**config.mk**
```make
export PLATFORM = sky130hd
export DESIGN_NAME = fwzd_merge
export DESIGN_NICKNAME = d
export VERILOG_FILES = /design/src/rtl/core/fwzd_pkg.sv /design/src/rtl/core/fwzd_merge.sv
export SDC_FILE = /design/constraint.sdc
export NUM_CORES = 1
export LEC_CHECK = 0
export ABC_AREA = 1
export BUFFER_PORTS_ARGS = -buffer_cell sky130_fd_sc_hd__buf_2
export CAP_MARGIN = 20
export CORE_MARGIN = 4
export CORE_UTILIZATION = 39
export CTS_CLUSTER_SIZE = 10
export DETAILED_ROUTE_END_ITERATION = 10
export PLACE_DENSITY_LB_ADDON = 0.2
export SKIP_CTS_REPAIR_TIMING = 1
export SYNTH_ARGS = -nofsm -noshare
export SYNTH_HDL_FRONTEND = slang
export SYNTH_SLANG_ARGS = --single-unit
export TNS_END_PERCENT = 100
```
**constraint.sdc**
```tcl
create_clock -name clk -period 0.8 [get_ports clk]
set_input_delay 0.08 -clock clk [delete_from_list [all_inputs] [get_ports clk]]
set_output_delay 0.08 -clock clk [all_outputs]
set_load 0.03 [all_outputs]
```
**src/rtl/core/fwzd_pkg.sv**
```systemverilog
// Package for the force window zero detector: widths, register indexes and
// shared types. No dependencies.
package fwzd_pkg;

    localparam int WINDOW_MAX  = 512;
    localparam int SAMPLE_BITS = 16;
    localparam int SLOT_BITS   = $clog2(WINDOW_MAX);
    localparam int LEN_BITS    = SLOT_BITS + 1;
    localparam int SUM_BITS    = SAMPLE_BITS + SLOT_BITS;
    localparam int SQ_BITS     = 2 * SAMPLE_BITS + SLOT_BITS - 1;
    localparam int LIM_BITS    = 15;
    localparam int CFG_BITS    = 15;
    localparam int IDX_BITS    = 2;
    localparam int AXES        = 3;

    localparam logic [IDX_BITS-1:0] REG_WINDOW_LEN = 2'd0;
    localparam logic [IDX_BITS-1:0] REG_MEAN_LIMIT = 2'd1;
    localparam logic [IDX_BITS-1:0] REG_STD_LIMIT  = 2'd2;

    localparam logic [9:0] RST_WINDOW_LEN = 10'd500;
    localparam logic [LIM_BITS-1:0] RST_MEAN_LIMIT = 15'd300;
    localparam logic [LIM_BITS-1:0] RST_STD_LIMIT  = 15'd100;

    // Per-lane control from the sequencer.
    typedef struct packed {
        logic clear;
        logic update;
        logic remove_old;
        logic test;
        logic divide_start;
    } lane_ctrl_t;

    // Per-lane verdict to the merge stage.
    typedef struct packed {
        logic mean_ok;
        logic var_ok;
    } lane_stat_t;

endpackage

```
**src/rtl/core/fwzd_merge.sv**
```systemverilog
// Merge stage: combines lane verdicts, latches offsets and the done flag.
// Uses fwzd_pkg.
module fwzd_merge (
    input  logic                      clk,
    input  logic                      rst_n,
    input  logic                      test,
    input  logic                      full,
    input  logic                      latch,
    input  fwzd_pkg::lane_stat_t [2:0] stat,
    input  logic [2:0][fwzd_pkg::SAMPLE_BITS-1:0] mean,
    output logic                      stable,
    output logic                      done,
    output logic [2:0][fwzd_pkg::SAMPLE_BITS-1:0] offset
);
    import fwzd_pkg::*;

    logic stable_reg, done_reg;
    logic [2:0][SAMPLE_BITS-1:0] offset_reg;
    logic all_ok;

    always_comb
    begin
        all_ok = 1'b1;
        for (int a = 0; a < AXES; a++)
            all_ok = all_ok & stat[a].mean_ok & stat[a].var_ok;
    end

    always_ff @(posedge clk or negedge rst_n)
    begin
        if (!rst_n)
        begin
            stable_reg <= 1'b0;
            done_reg   <= 1'b0;
            offset_reg <= '0;
        end
        else
        begin
            if (test)
            begin
                stable_reg <= full & all_ok;
                if (full & all_ok)
                    done_reg <= 1'b1;
            end
            if (latch)
                offset_reg <= mean;
        end
    end

    assign stable = stable_reg;
    assign done   = done_reg;
    assign offset = offset_reg;

endmodule

```
==> summary.md <==
| Metric | Value |
|---|---|
| Outcome | `complete, but fails checks` |
| Violated checks | `hold timing, setup timing` |
| Slew headroom | `82.4%` |
| Reg power frac | `46.3%` |
| Final Core Density | `69.9%` |
| CP endpoint kind | `output port` |
| Critical path startpoint | `offset[46]` |
| Largest net degree at the start of global routing | `51` |
| Final hold violations | `10` |
| Worst Setup EP | `offset[46]` |
| Sequential area share after synthesis | `63.5%` |
| Clk_skew | `0 ns` |
| Mapped cell area | `1970 sq um` |
| Total core area | `4820 sq um` |
| Reg area | `1250 sq um` |
| Initial Util | `40.9%` |
| CP cell instances | `buf_6` |
| Non-Filler Instances | `432` |
| Drt wl/cell | `11.8 microns` |
| Worst vdd ir | `0.990 mV` |
| R2r endpoint | `offset[40]` |
| Slew Limit Fails | `0` |
| Worst Path Arrival | `0.86 ns` |
| Reg-to-Reg Start | `offset[40]` |
| Sw Ratio | `28.6%` |
| H-tree depth | `2` |
| Fmax | `1.07 GHz` |
| Crit-path max cell delay | `0.41 ns` |
| Largest register FFs | `48` |
| Clock network power share | `27.1%` |
| Fillers | `365` |
| Die area | `6250 sq um` |
| CP startpoint kind | `register` |
| Syn. warnings | `0` |
| Final setup margin | `-0.135 ns` |
| Post-DP HPWL | `3050 microns` |
| Top Family by Delay on Critical Path | `flip-flops` |
| Syn Area/Cell | `9.12 sq um` |
| DRC viols | `0` |
| Buffers and inverters on the worst path | `1` |
| Cell area after layout | `3370 sq um` |
| Crit Path Category | `reg2out` |
| DRT iter0 DRCs | `55` |
| I/O Buffers | `108` |
| Clk slew on worst S/H paths | `0.09 ns` |
| Final period util | `117%` |
| Routability Congestion | `0.707` |
| Place WS | `0.0807 ns` |
| Reg2Reg Depth | `3` |
| LEAKAGE | `1.82 nW` |
| Min Tclk post-route | `0.935 ns` |
| Global route overflow | `0` |
| Via Count | `1845` |
| Initial antenna violation count | `0` |
| Dpl cell area | `2600 sq um` |
| Hold_ws | `-0.0138 ns` |
| Max Cap Viol | `0` |
| First-pass GRT wire length | `6760 microns` |
| Setup TNS | `-5.83 ns` |
| Share of cells above drive strength 1 | `37.3%` |
| Internal Power | `4.48 mW` |
| Pwr Density | `1870 nW/um^2` |
| Drt via density | `4.27` |
| Routed Antenna Nets | `0` |
| All-Layer GR Usage | `13.8%` |
| Clk sink count | `50` |
| Die W | `79.1 microns` |
| Vias in the first global route | `1534` |
| Clock Tree Root | `clkbuf_8` |
| P&R area growth vs syn | `70.8%` |
| Placed instance count | `385` |
| Syn Inst Count | `216` |
| #FFs+latches synth | `50` |
| Worst reg2reg setup slack | `0.04 ns` |
| Critical path depth | `1` |
| Insertion delay to the later sink of the worst-skew pair | `0.29 ns` |
| WL final | `5120 microns` |
| # diodes | `0` |
| CTS Buf Count | `5` |
| Clk buf depth | `2` |
| Slew @ Worst Pin | `0.264 ns` |
| Critical Path RT | `0.72 ns` |
| Library cells used by synthesis | `10` |
| Combinational share of power | `26.6%` |
| Final nets | `423` |
| Crit path max fanout | `2` |
| Switching power | `1.79 mW` |
| Overall Power | `6.28 mW` |
| Slowest cell on crit path | `dfrtp_1` |
| Area of the multi-input gates | `458 sq um` |
| Setup-failing EPs final | `50` |
| HP Class | `in2reg` |
| CTS tree | `built` |
| FP Rows | `25` |
| Die height | `79.1 microns` |
| RSZ-0062 raised after global routing | `yes` |
| Syn_nets | `275` |
| Number of I/O pins | `109` |
| DRT Pass-1 Iters | `4` |
power by group through the flow:
stage	combinational (mW)	sequential (mW)	clock, mW
floorplan	0.269	3.35	0
global placement	1.20	2.90	0
detailed placement	1.22	2.89	0
CTS	1.22	2.85	1.77
global route	1.80	2.94	1.89
finish	1.67	2.91	1.70
worst min path at each step:
stage	to	from	cells after the start	slack, ns
2_1_floorplan	done	rst_n	0	-0.22
3_3_place_gp	stable	rst_n	2	0.09
3_5_place_dp	offset[23]	rst_n	2	0.09
4_1_cts	offset[16]	rst_n	2	-0.24
5_1_grt	offset[16]	mean[16]	3	-0.005
6_report	offset[41]	mean[41]	3	-0.01
cells in the final DEF (no fill, tap or decap), drive strengths merged:
master / instances
buf: 130
bufinv: 1
clkbuf: 7
dfrtp: 50
dlygate4sd3: 21
inv: 50
nand2: 56
nor2: 2
o21ai: 48
cell usage after synthesis (all sizes together):
| library cell | instances | area, sq um |
|---|---|---|
| buf | 7 | 62.6 |
| clkbuf | 3 | 11.3 |
| dfrtp | 50 | 1250 |
| inv | 50 | 188 |
| nand2 | 56 | 210 |
| nor2 | 2 | 7.51 |
| o21ai | 48 | 240 |
layer usage:
metal	wire, microns	vias to the layer above	part of all wire, %	GRT usage [%]
met4	68	0	1.3	6.19
met3	470	7	9.2	5.44
met2	2440	78	48	20.2
met5	0	-	0	0
met1	2140	821	42	18.1
li1	-	939	-	-
tightest hold or removal path, cell delays in order:
cell and delay [ns]:
buf_2 0.07, nand2_1 0.04, o21ai_0 0.05
layout make-up:
type	instances	share of cell area (%)
Clock buffer	7	2.27
Clock inverter	1	0.892
Inverter	50	5.58
Multi-Input combinational cell	106	13.6
Sequential cell	50	37.2
Tap cell	67	2.49
Timing Repair Buffer	151	38.0
cell families after synthesis:
logic type             after synthesis  synth area share (%)
and+or+nand+nor                     58                  11.0
AOI/OAI and AO/OA                   48                  12.2
buffers and inverters               60                  13.3
DFF                                 50                  63.5
(Power assumes the default switching activity.)
