[src/rtl/core/fwzd_pkg.sv]
// Package for the force window zero detector: widths, register indexes and
// shared types. No dependencies.
package fwzd_pkg;

    localparam int WINDOW_MAX  = 512;
    localparam int SAMPLE_BITS = 16;
    localparam int SLOT_BITS   = $clog2(WINDOW_MAX);
    localparam int LEN_BITS    = SLOT_BITS + 1;
    localparam int SUM_BITS    = SAMPLE_BITS + SLOT_BITS;
    localparam int SQ_BITS     = 2 * SAMPLE_BITS + SLOT_BITS - 1;
    localparam int LIM_BITS    = 15;
    localparam int CFG_BITS    = 15;
    localparam int IDX_BITS    = 2;
    localparam int AXES        = 3;

    localparam logic [IDX_BITS-1:0] REG_WINDOW_LEN = 2'd0;
    localparam logic [IDX_BITS-1:0] REG_MEAN_LIMIT = 2'd1;
    localparam logic [IDX_BITS-1:0] REG_STD_LIMIT  = 2'd2;

    localparam logic [9:0] RST_WINDOW_LEN = 10'd500;
    localparam logic [LIM_BITS-1:0] RST_MEAN_LIMIT = 15'd300;
    localparam logic [LIM_BITS-1:0] RST_STD_LIMIT  = 15'd100;

    // Per-lane control from the sequencer.
    typedef struct packed {
        logic clear;
        logic update;
        logic remove_old;
        logic test;
        logic divide_start;
    } lane_ctrl_t;

    // Per-lane verdict to the merge stage.
    typedef struct packed {
        logic mean_ok;
        logic var_ok;
    } lane_stat_t;

endpackage

[src/rtl/core/fwzd_divider.sv]
// Restoring divider: signed sum over unsigned window length, truncated toward
// zero, one quotient bit per cycle. Uses fwzd_pkg.
module fwzd_divider (
    input  logic                          clk,
    input  logic                          rst_n,
    input  logic                          start,
    input  logic signed [fwzd_pkg::SUM_BITS-1:0] dividend,
    input  logic [fwzd_pkg::LEN_BITS-1:0] divisor,
    output logic                          busy,
    output logic signed [fwzd_pkg::SAMPLE_BITS-1:0] quotient
);
    import fwzd_pkg::*;

    localparam int CNT_BITS = $clog2(SUM_BITS + 1);

    logic [SUM_BITS-1:0] num_reg, num_next;
    logic [SUM_BITS-1:0] rem_reg, rem_next;
    logic [CNT_BITS-1:0] cnt_reg, cnt_next;
    logic                neg_reg, neg_next;
    logic                busy_reg, busy_next;
    logic [LEN_BITS-1:0] den_reg, den_next;
    logic [SUM_BITS:0]   trial;
    logic [SUM_BITS-1:0] q_signed;

    always_comb
    begin
        num_next  = num_reg;
        rem_next  = rem_reg;
        cnt_next  = cnt_reg;
        neg_next  = neg_reg;
        busy_next = busy_reg;
        den_next  = den_reg;
        trial     = '0;
        if (start)
        begin
            neg_next  = dividend[SUM_BITS-1];
            num_next  = dividend[SUM_BITS-1] ? SUM_BITS'(-dividend) : dividend;
            rem_next  = '0;
            den_next  = divisor;
            cnt_next  = CNT_BITS'(SUM_BITS);
            busy_next = 1'b1;
        end
        else if (busy_reg)
        begin
            // shift in one dividend bit, subtract if it fits
            trial = {rem_reg, num_reg[SUM_BITS-1]} - (SUM_BITS+1)'(den_reg);
            if (!trial[SUM_BITS])
            begin
                rem_next = trial[SUM_BITS-1:0];
                num_next = {num_reg[SUM_BITS-2:0], 1'b1};
            end
            else
            begin
                rem_next = {rem_reg[SUM_BITS-2:0], num_reg[SUM_BITS-1]};
                num_next = {num_reg[SUM_BITS-2:0], 1'b0};
            end
            cnt_next = cnt_reg - 1'b1;
            if (cnt_reg == CNT_BITS'(1))
                busy_next = 1'b0;
        end
    end

    always_ff @(posedge clk or negedge rst_n)
    begin
        if (!rst_n)
        begin
            busy_reg <= 1'b0;
            cnt_reg  <= '0;
        end
        else
        begin
            busy_reg <= busy_next;
            cnt_reg  <= cnt_next;
        end
    end

    always_ff @(posedge clk)
    begin
        num_reg <= num_next;
        rem_reg <= rem_next;
        neg_reg <= neg_next;
        den_reg <= den_next;
    end

    assign q_signed = neg_reg ? SUM_BITS'(-num_reg) : num_reg;
    assign quotient = q_signed[SAMPLE_BITS-1:0];
    assign busy     = busy_reg;

endmodule

[src/rtl/core/fwzd_lane.sv]
// One axis lane: running sum and sum of squares, stability tests, mean divide.
// Uses fwzd_pkg and fwzd_divider.
module fwzd_lane (
    input  logic                                 clk,
    input  logic                                 rst_n,
    input  fwzd_pkg::lane_ctrl_t                 ctrl,
    input  logic signed [fwzd_pkg::SAMPLE_BITS-1:0] new_smp,
    input  logic signed [fwzd_pkg::SAMPLE_BITS-1:0] old_smp,
    input  logic [fwzd_pkg::LEN_BITS-1:0]        win_len,
    input  logic [2*fwzd_pkg::SUM_BITS-1:0]      mean_bound,
    input  logic [2*fwzd_pkg::SUM_BITS+1:0]      std_bound,
    output fwzd_pkg::lane_stat_t                 stat,
    output logic                                 div_busy,
    output logic signed [fwzd_pkg::SAMPLE_BITS-1:0] mean
);
    import fwzd_pkg::*;

    localparam int PROD_BITS = SQ_BITS + LEN_BITS;

    logic signed [SUM_BITS-1:0] sum_reg, sum_next;
    logic [SQ_BITS-1:0]         sq_reg, sq_next;
    logic [2*SAMPLE_BITS-1:0]   new_sq_reg, old_sq_reg;
    logic [SUM_BITS-1:0]        mag;
    logic [PROD_BITS-1:0]       nsq_reg;
    logic [2*SUM_BITS-1:0]      mag_sq_reg;
    logic [SUM_BITS-1:0]        mag_reg;
    logic [PROD_BITS:0]         var_num;

    // square both samples ahead of the update
    always_ff @(posedge clk)
    begin
        new_sq_reg <= (2*SAMPLE_BITS)'(new_smp * new_smp);
        old_sq_reg <= (2*SAMPLE_BITS)'(old_smp * old_smp);
    end

    always_comb
    begin
        sum_next = sum_reg;
        sq_next  = sq_reg;
        if (ctrl.clear)
        begin
            sum_next = '0;
            sq_next  = '0;
        end
        else if (ctrl.update)
        begin
            if (ctrl.remove_old)
            begin
                sum_next = sum_reg + SUM_BITS'(new_smp) - SUM_BITS'(old_smp);
                sq_next  = sq_reg + SQ_BITS'(new_sq_reg) - SQ_BITS'(old_sq_reg);
            end
            else
            begin
                sum_next = sum_reg + SUM_BITS'(new_smp);
                sq_next  = sq_reg + SQ_BITS'(new_sq_reg);
            end
        end
    end

    always_ff @(posedge clk or negedge rst_n)
    begin
        if (!rst_n)
        begin
            sum_reg <= '0;
            sq_reg  <= '0;
        end
        else
        begin
            sum_reg <= sum_next;
            sq_reg  <= sq_next;
        end
    end

    assign mag = sum_reg[SUM_BITS-1] ? SUM_BITS'(-sum_reg) : sum_reg;

    // products of the updated sums, one register stage
    always_ff @(posedge clk)
    begin
        nsq_reg    <= PROD_BITS'(sq_reg * win_len);
        mag_sq_reg <= mag * mag;
        mag_reg    <= mag;
    end

    assign var_num      = (PROD_BITS+1)'(nsq_reg) - (PROD_BITS+1)'(mag_sq_reg);
    assign stat.mean_ok = (2*SUM_BITS)'(mag_reg) <= mean_bound;
    assign stat.var_ok  = (2*SUM_BITS+2)'(var_num) <= std_bound;

    fwzd_divider u_div (
        .clk      (clk),
        .rst_n    (rst_n),
        .start    (ctrl.divide_start),
        .dividend (sum_reg),
        .divisor  (win_len),
        .busy     (div_busy),
        .quotient (mean)
    );

endmodule

[config.mk]
export PLATFORM = sky130hd
export DESIGN_NAME = fwzd_lane
export DESIGN_NICKNAME = d
export VERILOG_FILES = /design/src/rtl/core/fwzd_pkg.sv /design/src/rtl/core/fwzd_divider.sv /design/src/rtl/core/fwzd_lane.sv
export SDC_FILE = /design/constraint.sdc
export NUM_CORES = 2
export LEC_CHECK = 0
export BUFFER_PORTS_ARGS = -buffer_cell sky130_fd_sc_hd__buf_2
export CORE_ASPECT_RATIO = 1.25
export CORE_UTILIZATION = 40
export CTS_CLUSTER_DIAMETER = 100
export CTS_CLUSTER_SIZE = 20
export DETAILED_ROUTE_END_ITERATION = 12
export SLEW_MARGIN = 20
export SYNTH_ARGS = -nofsm -noshare
export SYNTH_HDL_FRONTEND = slang
export SYNTH_SLANG_ARGS = --single-unit
[constraint.sdc]
create_clock -name clk -period 14.6 [get_ports clk]
set_input_delay 2.19 -clock clk [delete_from_list [all_inputs] [get_ports clk]]
set_output_delay 2.19 -clock clk [all_outputs]
set_load 0.01 [all_outputs]
==> run_results.csv <==
group,metric,value,unit
timing,finClkSkew,50.7,ps
clocking,h-tree-depth,1,
drt,drc,0,
floorplanning,rows,169,
cells_and_area,fillCellCount,16998,
drt,drt-total-wl,182000,um
cells_and_area,nets,9825,
floorplanning,fp.dieW,372,um
clocking,cts_hold_buf,0,
run,drv_cap,0,
critical_path,r2r_slack,3590,ps
critical_path,crit_type,"reg -> reg",
clocking,cts_tree,"done",
clocking,cts_setup_buffers,0,
timing,drv_slew,0,
timing,rsz0062_at_grt,"false",
drt,drtAntennaViolNets,0,
timing,max_freq,90.8,MHz
clocking,insertion_delay,640,ps
critical_path,max_stage_delay,690,ps
critical_path,cp.arrival,11530,ps
drt,firstDrtPassIters,6,
global_routing,grt_max_degree,70,
clocking,cts-root-buf,"clkbuf_16",
yosys,yosys_warnings,0,
yosys,postSynth.asyncResetShare,22.4,%
cells_and_area,largest_register_ffs,50,
placed_design,gp_congestion,0.903,
yosys,synth_flop_cell,"dfxtp_1",
yosys,ys_types,97,
floorplanning,die_area,172000,um2
floorplanning,start_util,40.3,%
yosys,syn-cell-area,68300,um2
floorplanning,num_io_pins,170,
timing,setup_tns,0,ps
critical_path,critPathRequiredTime,15120,ps
clocking,clock_sinks,317,
critical_path,crit_top_cell,"inv_1",
timing,timing.final.crit_share,75.4,%
floorplanning,fp.dieH,464,um
global_routing,grt_pass1_vias,55389,
cells_and_area,area_delta_synth_final,5.85,%
cells_and_area,final_common_cell,"inv_1",
critical_path,cp-end-kind,"flip-flop",
yosys,syn_inst,7723,
global_routing,grt_overflow_total,0,
yosys,synth.avg_cell_area,8.84,um2
global_routing,antenna_found_initial,14,
placed_design,place_hpwl,146000,um
placed_design,port_buffers,168,
yosys,ys_seq_area_share,10.3,%
drt,wire_per_inst,18.2,um
timing,setup_viol,0,
yosys,ys_ff_latch,317,
clocking,clockBufferDepth,3,
critical_path,slowest_stage,"dfrtp_1",
cells_and_area,final_layout_size_suffix_gt1_share,4.28,%
global_routing,grt_pass1_wl,293000,um
timing,worstMarginPinSlew,1100,ps
clocking,numCtsBuffers,25,
worst_hold_path,hold_path_class,"reg -> reg",
floorplanning,design.core.area,170000,um2
timing,fin_crit,11010,ps
run_status,status,"finished clean",
critical_path,critical_path_peak_fanout,22,
drt,via_per_inst,5.18,
yosys,synth_edf_count,36,
cells_and_area,layout_common_cells,"inv_1 (1771), fa_1 (1251), nand2_1 (739), ha_1 (685), nor2_1 (488)",
critical_path,cp-start-kind,"flip-flop",
clocking,ctsResizeCount,0,
timing,slew_headroom,26.9,%
clocking,path_clk_slew,80,ps
drt,drtIter0Drc,3176,
timing,hold_viol,0,
drt,vias,51713,
global_routing,track_usage,21.4,%
## layer usage
metal,share of wire (%),track usage [%],wire length (um),vias up
met5,0.031,0,57,-
met1,41,27.1,74300,26140
met3,4.5,1.60,8190,266
met2,51,38.6,93400,1230
li1,-,-,-,24069
met4,3.3,6.63,5970,8
## cells in the mapped netlist, types with 55 or more instances
| library cell | instances | area [um2] |
|---|---|---|
| a211oi_1 | 74 | 556 |
| a21o_1 | 170 | 1280 |
| a21oi_1 | 316 | 1580 |
| and2_1 | 246 | 1540 |
| clkbuf_1 | 218 | 818 |
| dfrtp_1 | 71 | 1780 |
| dfxtp_1 | 210 | 4200 |
| fa_1 | 1251 | 25000 |
| ha_1 | 685 | 8570 |
| inv_1 | 1771 | 6650 |
| nand2_1 | 739 | 2770 |
| nand2b_1 | 55 | 344 |
| nand3_1 | 70 | 350 |
| nor2_1 | 488 | 1830 |
| nor3_1 | 63 | 315 |
| o21ai_0 | 162 | 811 |
| xnor2_1 | 249 | 2180 |
| xor2_1 | 130 | 1140 |
## final timing paths
kind,startpoint,end,cells after the start
max,sum_reg[0]$_DFFE_PN0P_,mag_sq_reg[42]$_DFF_P_,36
min,u_div.rem_reg[5]$_SDFFE_PP0P_,u_div.rem_reg[5]$_SDFFE_PP0P_,2
max reg2reg,sum_reg[0]$_DFFE_PN0P_,mag_sq_reg[42]$_DFF_P_,36
min reg2reg,u_div.rem_reg[5]$_SDFFE_PP0P_,u_div.rem_reg[5]$_SDFFE_PP0P_,2
max in group asynchronous,rst_n,sum_reg[21]$_DFFE_PN0P_,2
min in group asynchronous,rst_n,u_div.cnt_reg[0]$_DFFE_PN0P_,1
## per-stage QoR
| step | hold WS (ps) | util (%) | cells | setup slack [ps] | cell area, um2 |
|---|---|---|---|---|---|
| 2_1_floorplan | 369 | - | 7739 | 5360 | 68400 |
| 3_3_place_gp | 493 | 42.1 | 9934 | 3810 | 71500 |
| 3_5_place_dp | 502 | 42.1 | 9934 | 3760 | 71500 |
| 4_1_cts | 512 | 42.6 | 9979 | 3690 | 72300 |
| 5_1_grt | 539 | 42.6 | 9979 | 3160 | 72300 |
| 6_report | 510 | 42.6 | 9980 | 3590 | 72300 |
## kinds of logic after synthesis
| kind of cell | synth area share [%] |
|---|---|
| buf+inv | 11.2 |
| other cells | 0.0110 |
| flops | 10.3 |
| xor+xnor | 4.96 |
| compound gates | 10.4 |
| simple gates | 13.2 |
| mux | 0.654 |
| fa+ha+maj | 49.2 |
## cell type report
cell class                      count  area, um2  share of cell area, %
Multi-Input combinational cell   5386      53700                   74.3
Inverter                         1794       6730                   9.32
Timing Repair Buffer              214       1190                   1.65
Clock buffer                       32        672                  0.929
Clock inverter                     13        160                  0.222
Antenna cell                        1       2.50                0.00346
Sequential cell                   317       7060                   9.77
Tap cell                         2223       2780                   3.85
## worst max-delay path, delay by kind of cell, from the launching register on
kind,cells,cell delay [ps]
adder cells (fa/ha/maj),9,4170
XOR/XNOR,2,230
buffers and inverters,10,1840
AND/OR/NAND/NOR,5,1290
AO/OA/AOI/OAI,10,2690
flip-flops,1,690
Power is left out: the tool's default activity adds up to more than one toggle a clock period on the data nets, which glitch-free logic cannot reach.
